[src/sv/egm_pkg.sv]
// Shared types, codes and the step cost table of the gas meter.
package egm_pkg;

  localparam int GasW = 63;
  localparam logic [GasW-1:0] GasMax = {GasW{1'b1}};

  // Action codes on the request channel
  localparam logic [3:0] ActLoad   = 4'd0;
  localparam logic [3:0] ActStep   = 4'd1;
  localparam logic [3:0] ActCommit = 4'd2;
  localparam logic [3:0] ActExp    = 4'd3;
  localparam logic [3:0] ActSstore = 4'd4;
  localparam logic [3:0] ActLog    = 4'd5;
  localparam logic [3:0] ActHash   = 4'd6;
  localparam logic [3:0] ActCopy   = 4'd7;
  localparam logic [3:0] ActMem    = 4'd8;

  // Fixed dynamic costs
  localparam logic [GasW-1:0] SstoreSetGas   = 63'd20000;
  localparam logic [GasW-1:0] SstoreResetGas = 63'd5000;
  localparam logic [63:0] LogMulLimit  = 64'h0FFF_FFFF_FFFF_FFFF; // GasMax / 8
  localparam logic [63:0] CopyMulLimit = 64'h2AAA_AAAA_AAAA_AAAA; // GasMax / 3

  // Operation handed from the front to the back
  typedef enum logic [2:0] {
    OP_NOP    = 3'd0,
    OP_LOAD   = 3'd1,
    OP_STEP   = 3'd2,
    OP_COMMIT = 3'd3,
    OP_CHARGE = 3'd4,
    OP_REFUND = 3'd5
  } egm_op_t;

  typedef struct packed {
    logic [3:0]  action;
    logic [7:0]  opcode;
    logic [63:0] amount;
    logic        refund;
    logic [63:0] exponent_word0;
    logic [63:0] exponent_word1;
    logic [63:0] exponent_word2;
    logic [63:0] exponent_word3;
    logic        old_value_zero;
    logic        new_value_zero;
  } egm_req_t;

  typedef struct packed {
    logic [GasW-1:0] gas_left;
    logic [GasW-1:0] charged;
    logic            out_of_gas;
    logic [GasW-1:0] block_cost;
  } egm_rsp_t;

  // Classified request: operation and its already saturated value
  typedef struct packed {
    egm_op_t         op;
    logic [GasW-1:0] value;
  } egm_cmd_t;

  // Tiered step cost per instruction byte; zero when the opcode has no tier
  function automatic logic [14:0] step_cost(input logic [7:0] op);
    logic [14:0] c;
    c = 15'd0;
    if (op >= 8'h60 && op <= 8'h9f) begin
      c = 15'd3;
    end else begin
      unique case (op)
        8'ha0: c = 15'd375;
        8'ha1: c = 15'd750;
        8'ha2: c = 15'd1125;
        8'ha3: c = 15'd1500;
        8'ha4: c = 15'd1875;
        8'h30, 8'h32, 8'h33, 8'h34, 8'h36, 8'h38, 8'h3a, 8'h41, 8'h42,
        8'h43, 8'h44, 8'h45, 8'h50, 8'h58, 8'h59, 8'h5a: c = 15'd2;
        8'h01, 8'h03, 8'h10, 8'h11, 8'h12, 8'h13, 8'h14, 8'h15, 8'h16,
        8'h17, 8'h18, 8'h19, 8'h1a, 8'h35, 8'h37, 8'h39, 8'h51, 8'h52,
        8'h53: c = 15'd3;
        8'h02, 8'h04, 8'h05, 8'h06, 8'h07, 8'h0b: c = 15'd5;
        8'h08, 8'h09, 8'h56: c = 15'd8;
        8'h0a, 8'h57: c = 15'd10;
        8'h31, 8'h3b, 8'h3c, 8'h40: c = 15'd20;
        8'h20: c = 15'd30;
        8'h54: c = 15'd50;
        8'h5b: c = 15'd1;
        8'hf1, 8'hf2: c = 15'd40;
        8'hf0: c = 15'd32000;
        default: c = 15'd0;
      endcase
    end
    return c;
  endfunction

endpackage

[src/sv/egm_front.sv]
// Front end: classifies a request and works out its saturated cost.
module egm_front (
  input  egm_pkg::egm_req_t req,
  output egm_pkg::egm_cmd_t cmd
);
  import egm_pkg::*;

  logic [255:0]    exp_word;
  logic [31:0]     byte_nz;
  logic [5:0]      exp_bytes;
  logic [8:0]      exp_cost;
  logic [59:0]     hash_words;
  logic [GasW-1:0] amount_cap;
  logic [GasW-1:0] log_cost;
  logic [GasW-1:0] hash_cost;
  logic [GasW-1:0] copy_cost;
  logic [64:0]     copy_sum;
  logic [62:0]     hash_sum;

  // Significant bytes of the exponent: highest nonzero byte plus one
  assign exp_word = {req.exponent_word3, req.exponent_word2,
                     req.exponent_word1, req.exponent_word0};

  always_comb begin
    exp_bytes = 6'd0;
    for (int i = 0; i < 32; i++) begin
      byte_nz[i] = |exp_word[8*i +: 8];
      if (byte_nz[i]) begin
        exp_bytes = 6'(i + 1);
      end
    end
  end

  assign exp_cost = {exp_bytes, 3'b000} + {2'b00, exp_bytes, 1'b0};

  // Saturating scaled costs
  assign amount_cap = req.amount[63] ? GasMax : req.amount[62:0];
  assign log_cost   = (req.amount > LogMulLimit) ? GasMax : {req.amount[59:0], 3'b000};

  assign copy_sum  = {req.amount, 1'b0} + {1'b0, req.amount};
  assign copy_cost = (req.amount > CopyMulLimit) ? GasMax : copy_sum[62:0];

  // At most 2^59 words, so six per word stays below GasMax
  assign hash_words = {1'b0, req.amount[63:5]} + {59'd0, |req.amount[4:0]};
  assign hash_sum   = {1'b0, hash_words, 2'b00} + {2'b00, hash_words, 1'b0};
  assign hash_cost  = hash_sum;

  // Classification
  always_comb begin
    cmd.op    = OP_NOP;
    cmd.value = '0;
    unique case (req.action)
      ActLoad: begin
        cmd.op    = OP_LOAD;
        cmd.value = amount_cap;
      end
      ActStep: begin
        cmd.op    = OP_STEP;
        cmd.value = {48'd0, step_cost(req.opcode)};
      end
      ActCommit: cmd.op = OP_COMMIT;
      ActExp: begin
        cmd.op    = OP_CHARGE;
        cmd.value = {54'd0, exp_cost};
      end
      ActSstore: begin
        cmd.op    = OP_CHARGE;
        cmd.value = (req.old_value_zero && !req.new_value_zero) ? SstoreSetGas
                                                                 : SstoreResetGas;
      end
      ActLog: begin
        cmd.op    = OP_CHARGE;
        cmd.value = log_cost;
      end
      ActHash: begin
        cmd.op    = OP_CHARGE;
        cmd.value = hash_cost;
      end
      ActCopy: begin
        cmd.op    = OP_CHARGE;
        cmd.value = copy_cost;
      end
      ActMem: begin
        cmd.op    = req.refund ? OP_REFUND : OP_CHARGE;
        cmd.value = amount_cap;
      end
      default: begin
        cmd.op    = OP_NOP;
        cmd.value = '0;
      end
    endcase
  end

endmodule

[src/sv/egm_queue.sv]
// Small flop-based FIFO between the front end and the gas update stage.
module egm_queue #(
  parameter int Depth = 4
) (
  input  logic              clk,
  input  logic              rst,
  input  logic              push,
  input  egm_pkg::egm_cmd_t push_data,
  output logic              full,
  input  logic              pop,
  output logic              nonempty,
  output egm_pkg::egm_cmd_t pop_data
);
  import egm_pkg::*;

  localparam int PtrW = (Depth > 1) ? $clog2(Depth) : 1;
  localparam int CntW = $clog2(Depth + 1);
  localparam logic [PtrW-1:0] LastPtr = PtrW'(Depth - 1);
  localparam logic [CntW-1:0] FullCnt = CntW'(Depth);

  egm_cmd_t        entries [Depth];
  logic [PtrW-1:0] wr_ptr;
  logic [PtrW-1:0] rd_ptr;
  logic [CntW-1:0] count;
  logic            do_push;
  logic            do_pop;

  assign full     = (count == FullCnt);
  assign nonempty = (count != '0);
  assign do_push  = push && !full;
  assign do_pop   = pop && nonempty;
  assign pop_data = entries[rd_ptr];

  // Storage, no reset needed
  always_ff @(posedge clk) begin
    if (do_push) begin
      entries[wr_ptr] <= push_data;
    end
  end

  // Pointers and fill count
  always_ff @(posedge clk) begin
    if (rst) begin
      wr_ptr <= '0;
      rd_ptr <= '0;
      count  <= '0;
    end else begin
      if (do_push) begin
        wr_ptr <= (wr_ptr == LastPtr) ? '0 : wr_ptr + 1'b1;
      end
      if (do_pop) begin
        rd_ptr <= (rd_ptr == LastPtr) ? '0 : rd_ptr + 1'b1;
      end
      if (do_push && !do_pop) begin
        count <= count + 1'b1;
      end else if (do_pop && !do_push) begin
        count <= count - 1'b1;
      end
    end
  end

endmodule

[src/sv/egm_back.sv]
// Back end: holds gas state, applies one command a cycle unless stalled, registers the response.
module egm_back (
  input  logic              clk,
  input  logic              rst,
  input  logic              cmd_valid,
  input  egm_pkg::egm_cmd_t cmd,
  output logic              cmd_pop,
  output logic              rsp_valid,
  input  logic              rsp_stall,
  output egm_pkg::egm_rsp_t rsp
);
  import egm_pkg::*;

  logic [GasW-1:0] remaining_gas;
  logic [GasW-1:0] pending_cost;
  logic            halted;
  logic [GasW-1:0] remaining_gas_next;
  logic [GasW-1:0] pending_cost_next;
  logic            halted_next;
  logic [GasW-1:0] cost;
  logic            do_charge;
  logic [GasW:0]   step_sum;
  logic [GasW:0]   refund_sum;

  // Take a command when the response register is free or being emptied
  assign cmd_pop = cmd_valid && (!rsp_valid || !rsp_stall);

  assign step_sum   = {1'b0, pending_cost} + {1'b0, cmd.value};
  assign refund_sum = {1'b0, remaining_gas} + {1'b0, cmd.value};

  // Gas update
  always_comb begin
    remaining_gas_next = remaining_gas;
    pending_cost_next  = pending_cost;
    halted_next        = halted;
    cost               = '0;
    do_charge          = 1'b0;
    unique case (cmd.op)
      OP_LOAD:   remaining_gas_next = cmd.value;
      OP_STEP:   pending_cost_next  = step_sum[GasW] ? GasMax : step_sum[GasW-1:0];
      OP_COMMIT: begin
        cost              = pending_cost;
        do_charge         = 1'b1;
        pending_cost_next = '0;
      end
      OP_CHARGE: begin
        cost      = cmd.value;
        do_charge = 1'b1;
      end
      OP_REFUND: remaining_gas_next = refund_sum[GasW] ? GasMax : refund_sum[GasW-1:0];
      default: ;
    endcase
    if (do_charge) begin
      if (cost <= remaining_gas) begin
        remaining_gas_next = remaining_gas - cost;
      end else begin
        halted_next = 1'b1;
      end
    end
  end

  // State and control
  always_ff @(posedge clk) begin
    if (rst) begin
      remaining_gas <= '0;
      pending_cost  <= '0;
      halted        <= 1'b0;
      rsp_valid     <= 1'b0;
    end else begin
      if (cmd_pop) begin
        remaining_gas <= remaining_gas_next;
        pending_cost  <= pending_cost_next;
        halted        <= halted_next;
        rsp_valid     <= 1'b1;
      end else if (!rsp_stall) begin
        rsp_valid <= 1'b0;
      end
    end
  end

  // Response payload
  always_ff @(posedge clk) begin
    if (cmd_pop) begin
      rsp.gas_left   <= remaining_gas_next;
      rsp.charged    <= cost;
      rsp.out_of_gas <= halted_next;
      rsp.block_cost <= pending_cost_next;
    end
  end

endmodule

[src/sv/evm_gas_meter.sv]
// Top level of the runtime gas meter: front end, command queue, gas update stage.
//
// Usage:
//   Request channel (req_valid / req_stall / req) carries one action per
//   request: load, step, commit, a dynamic charge, or a memory charge/refund.
//   Response channel (rsp_valid / rsp_stall / rsp) returns one response per
//   request, in order: gas left, cost checked, sticky out-of-gas flag and
//   the pending block cost, all after the request.
//   An accepted request is written into the queue, then taken by the gas
//   update stage, which holds its result in the response register.
//   Throughput: one request per cycle while the response is not stalled; the gas
//   update is a single subtract-and-compare against the remaining gas.
//   Stall: when rsp_stall holds the response, the update stage waits and the
//   queue (QueueDepth entries) fills; req_stall rises only when it is full.
//   Reset: synchronous; gas, pending cost and the out-of-gas flag clear,
//   the queue empties, and requests are taken in the next cycle.
module evm_gas_meter #(
  parameter int QueueDepth = 4
) (
  input  logic              clk,
  input  logic              rst,
  input  logic              req_valid,
  output logic              req_stall,
  input  egm_pkg::egm_req_t req,
  output logic              rsp_valid,
  input  logic              rsp_stall,
  output egm_pkg::egm_rsp_t rsp
);
  import egm_pkg::*;

  egm_cmd_t front_cmd;
  egm_cmd_t queue_cmd;
  logic     queue_full;
  logic     queue_nonempty;
  logic     back_pop;

  assign req_stall = queue_full;

  egm_front u_front (
    .req (req),
    .cmd (front_cmd)
  );

  egm_queue #(
    .Depth (QueueDepth)
  ) u_queue (
    .clk       (clk),
    .rst       (rst),
    .push      (req_valid),
    .push_data (front_cmd),
    .full      (queue_full),
    .pop       (back_pop),
    .nonempty  (queue_nonempty),
    .pop_data  (queue_cmd)
  );

  egm_back u_back (
    .clk       (clk),
    .rst       (rst),
    .cmd_valid (queue_nonempty),
    .cmd       (queue_cmd),
    .cmd_pop   (back_pop),
    .rsp_valid (rsp_valid),
    .rsp_stall (rsp_stall),
    .rsp       (rsp)
  );

endmodule

[config.mk]
export PLATFORM = sky130hd
export DESIGN_NAME = evm_gas_meter
export DESIGN_NICKNAME = d
export VERILOG_FILES = /design/src/sv/egm_pkg.sv /design/src/sv/egm_front.sv /design/src/sv/egm_queue.sv /design/src/sv/egm_back.sv /design/src/sv/evm_gas_meter.sv
export SDC_FILE = /design/constraint.sdc
export NUM_CORES = 2
export LEC_CHECK = 0
export BUFFER_PORTS_ARGS = -buffer_cell sky130_fd_sc_hd__buf_4
export CAP_MARGIN = 20
export CORE_ASPECT_RATIO = 1.2
export CORE_MARGIN = 8
export CORE_UTILIZATION = 30
export DETAILED_ROUTE_END_ITERATION = 8
export GPL_TIMING_DRIVEN = 0
export PLACE_DENSITY = 0.55
export SYNTH_ARGS = -nofsm -noshare
export SYNTH_HDL_FRONTEND = slang
export SYNTH_MEMORY_MAX_BITS = 65536
export SYNTH_SLANG_ARGS = --single-unit
[constraint.sdc]
create_clock -name clk -period 14.9 [get_ports clk]
set_clock_uncertainty 0.1 [all_clocks]
set_input_delay 0 -clock clk [delete_from_list [all_inputs] [get_ports clk]]
set_output_delay 0 -clock clk [all_outputs]
set_load 0.1 [all_outputs]
==> run_results.csv <==
group,metric,value,unit
hold_path,holdCritPathClass,"in -> reg",
setup_path,worst-path-max-fanout,10,
global_route,maximum_number_of_pins_on_one_net_before_global_route_repair,59,
floorplanning,ioPinCount,531,
finish,layout_commonest_cell,"buf_4",
placement,numPortBuffers,527,
hold_path,timing.hold.worst_path_depth,5,
floorplanning,placementRows,158,
setup_path,crit_type,"reg -> reg",
global_route,wire_length_of_the_first_global_routing_pass,292000,µm
cts,num_cts_buffers,57,
pwr,p_leak,22.5,nW
logic_synthesis,most_used_flip_flop_cell_after_synthesis,"edfxtp_1",
setup_path,critical_path_source_type,"flop",
cts,cts_repair_resize_count,0,
setup_path,reg_to_reg_end,"u_back.rsp[182]",
floorplanning,core,0.154,mm²
sta,max_clock_freq,106,MHz
cts,insertion_delay,660,ps
placement,post-place-ws,5610,ps
cts,numClockSinks,591,
cts,root_buffer_cell,"clkbuf_16",
pwr,share_clk_of_total_power,11.1,%
finish,final_design_area_no_fill,0.0560,mm²
logic_synthesis,yosysTopAreaCell,"edfxtp_1",
cts,path_clk_slew,70,ps
route,remaining_drc_errors,0,
placement,dpl_cell_area,0.0531,mm²
pwr,power_switching,7.87,mW
finish,syn2layout_area_growth,20.7,%
route,detail-route-antenna-nets,0,
finish,finalNonFillerCells,7978,
floorplanning,floorplan.die.height,447,µm
logic_synthesis,synth-edff-count,454,
run_status,outcome,"finished clean",
cts,post_cts_buffers,0,
logic_synthesis,ys_seq_elements,591,
placement,gp_routability_congestion,0.994,
route,dr.first_iter.drc_count,3524,
cts,cts-hold-fix-buffers,84,
sta,finalSetupViolCount,0,
route,avgRoutedWirePerCell,25.4,µm
pwr,vdd_drop_max,0.221,mV
setup_path,critical_path_arrival,9770,ps
cts,cts.htree.levels,2,
floorplanning,die_w,375,µm
setup_path,r2r_slack,5430,ps
global_route,globalRouteOverflowTotal,0,
pwr,power_density,248,mW/mm²
cts,clock_tree_from_tritoncts,"built",
sta,grt_setup_unrepaired,"no",
logic_synthesis,postSynthCellCount,5244,
global_route,grt_antenna_before_repair,10,
sta,timing.slew.headroom,19.5,%
sta,timing_max_transition_violations_final,0,
sta,final_min_period_over_clock_period,63.6,%
logic_synthesis,ys_warn_count,0,
setup_path,rr_worst_depth,21,
pwr,seq_power_share,19.3,%
setup_path,critical_path_required,15200,ps
sta,whs,45.4,ps
sta,finalWorstPathRequiredPeriod,9470,ps
route,detail_route.first_pass.iterations,6,
finish,most-common-layout-cells,"buf_4, nand2_1, o21ai_0",
finish,fraction_of_layout_instances_using_a_drive_strength_above_1,12.7,%
pwr,pwr-share-comb,69.6,%
logic_synthesis,synth.cell_area,0.0464,mm²
sta,worst-slew-pin-transition,1210,ps
sta,final.setup.worst_slack,5430,ps
placement,dp_cells,7786,
sta,finalSetupTns,0,ps
floorplanning,die_area,0.167,mm²
logic_synthesis,synth_seq_area_share,35.3,%
flow_run,max_cap_violations,0,
route,detail_route.wirelength,203000,µm
sta,hold_viol_final,0,
setup_path,worstSetupEndpointType,"flop",
hold_path,hp-start,"req_valid",
logic_synthesis,synthTopCellsByArea,"edfxtp_1, ha_1, dfxtp_1",
floorplanning,initial_core_util,30.1,%
route,route.detailed.vias_per_inst,5.66,
logic_synthesis,synth_async_sr_flop_share,0,%
pwr,power_report.internal_total,6.02,mW
finish,num-nets-final,6639,
hold_path,worst_hold_endpoint,"u_queue.wr_ptr[0]",
global_route,vias_in_the_first_global_route,44700,
route,detailroute.via_count,45100,
pwr,power_switching_share,56.6,%
logic_synthesis,synth_cell_type_count,92,
logic_synthesis,synthDominantCellAreaShare,29.4,%
global_route,groute.usage.overall,22.9,%
cts,max-clock-path-buffers,3,
logic_synthesis,synth_fp_nets,5952,
placement,post-dp-hpwl,170000,µm
logic_synthesis,synth_area_per_cell,8.84,µm²
[worst max-delay path: stages (launching register included)]
cell and delay (ps):
dfxtp_1 350, clkbuf_1 260, mux2_2 390, o21ai_2 760
nand2_1 370, nor2_1 840, clkbuf_1 580, clkbuf_1 710
a22o_1 440, ha_1 240, nor2b_1 70, o31a_1 270
or4_1 430, a31oi_1 670, a2111o_1 410, a21o_1 210
nand2_1 210, o221ai_2 550, buf_2 490, buf_2 390
nor2_1 90, a31oi_1 350
[power by group through the flow]
stage | Sequential [mW] | Combinational, mW | Clock, mW
2_1_floorplan | 4.62 | 4.71 | 0
3_3_place_gp | 2.81 | 9.41 | 0
3_5_place_dp | 2.71 | 9.46 | 0
4_1_cts | 2.68 | 9.53 | 1.58
5_1_grt | 2.72 | 10.2 | 1.63
6_report | 2.67 | 9.67 | 1.55
[flip-flops by register name (all words and copies together), names as in the netlist, named ones only]
signal                cells
u_queue.entries         264
u_back.rsp              190
u_back.pending_cost      63
u_back.remaining_gas     63
u_queue.count             3
u_queue.rd_ptr            2
u_queue.wr_ptr            2
u_back.halted             1
u_back.rsp_valid          1
[logic make-up (layout without fill, tap and decap cells)]
family	after synthesis	in the layout	share of synthesized area, %
AO/OA/AOI/OAI	1855	1855	25.3
XOR/XNOR	344	344	6.50
adder cells (fa/ha/maj)	369	369	10.1
buffers and inverters	491	1223	4.02
flip-flops	591	591	35.3
multiplexers	76	76	3.38
other	0	2	0
AND/OR/NAND/NOR	1518	1518	15.4
[final cells by class]
cell class | count | area, µm²
timing repair buffer | 628 | 5120
clock inverter | 35 | 463
fill | 15800 | 98000
buffer | 268 | 1030
inverter | 223 | 837
antenna | 2 | 5.00
multi-input combinational | 4162 | 28100
clock buffer | 69 | 1500
sequential | 591 | 16400
tap | 2000 | 2500
[cell usage after synthesis (33+ instances only)]
library cell / n
edfxtp_1: 454
a21o_1: 170
nand4_1: 95
o21a_1: 46
and3_1: 38
o2111ai_1: 44
a22oi_1: 80
a21oi_1: 464
nor4_1: 65
nor2_1: 388
o211ai_1: 39
nor2b_1: 50
o21bai_1: 49
ha_1: 362
clkbuf_1: 238
nand2_1: 517
mux4_2: 64
dfxtp_1: 137
xnor2_1: 227
a211oi_1: 66
o21ai_1: 50
xor2_1: 117
o31ai_1: 33
and2_1: 34
a31oi_1: 68
inv_1: 223
nor3_1: 79
nand2b_1: 39
nand3_1: 104
o21ai_0: 490
[worst max path at each step]
stage,from,end,slack [ps],cells after the start
after floorplan,u_back.rsp_valid,u_back.rsp[0],7530,4
after global placement,u_queue.count[0],u_back.rsp[59],4690,5
after detailed placement,flop,u_back.rsp[145],5610,20
after CTS,flop,u_back.rsp[145],5570,20
after global routing,flop,u_back.rsp[166],5400,22
final,flop,u_back.rsp[182],5430,21
[metrics by stage]
stage	utilization [%]	total power, mW
global placement	34.3	12.2
detailed placement	34.5	12.2
finish	36.3	13.9
floorplan	-	9.33
global route	36.3	14.6
CTS	36.3	13.8
[metal layers]
layer / up-vias / wire length, µm / track usage [%]
met4: 6 / 13500 / 12.8
met3: 516 / 12600 / 2.95
met2: 1951 / 94500 / 38.7
li1: 21200 / - / -
met5: - / 38 / 0
met1: 21500 / 82300 / 28.2
Power figures use the tool's default switching activity.
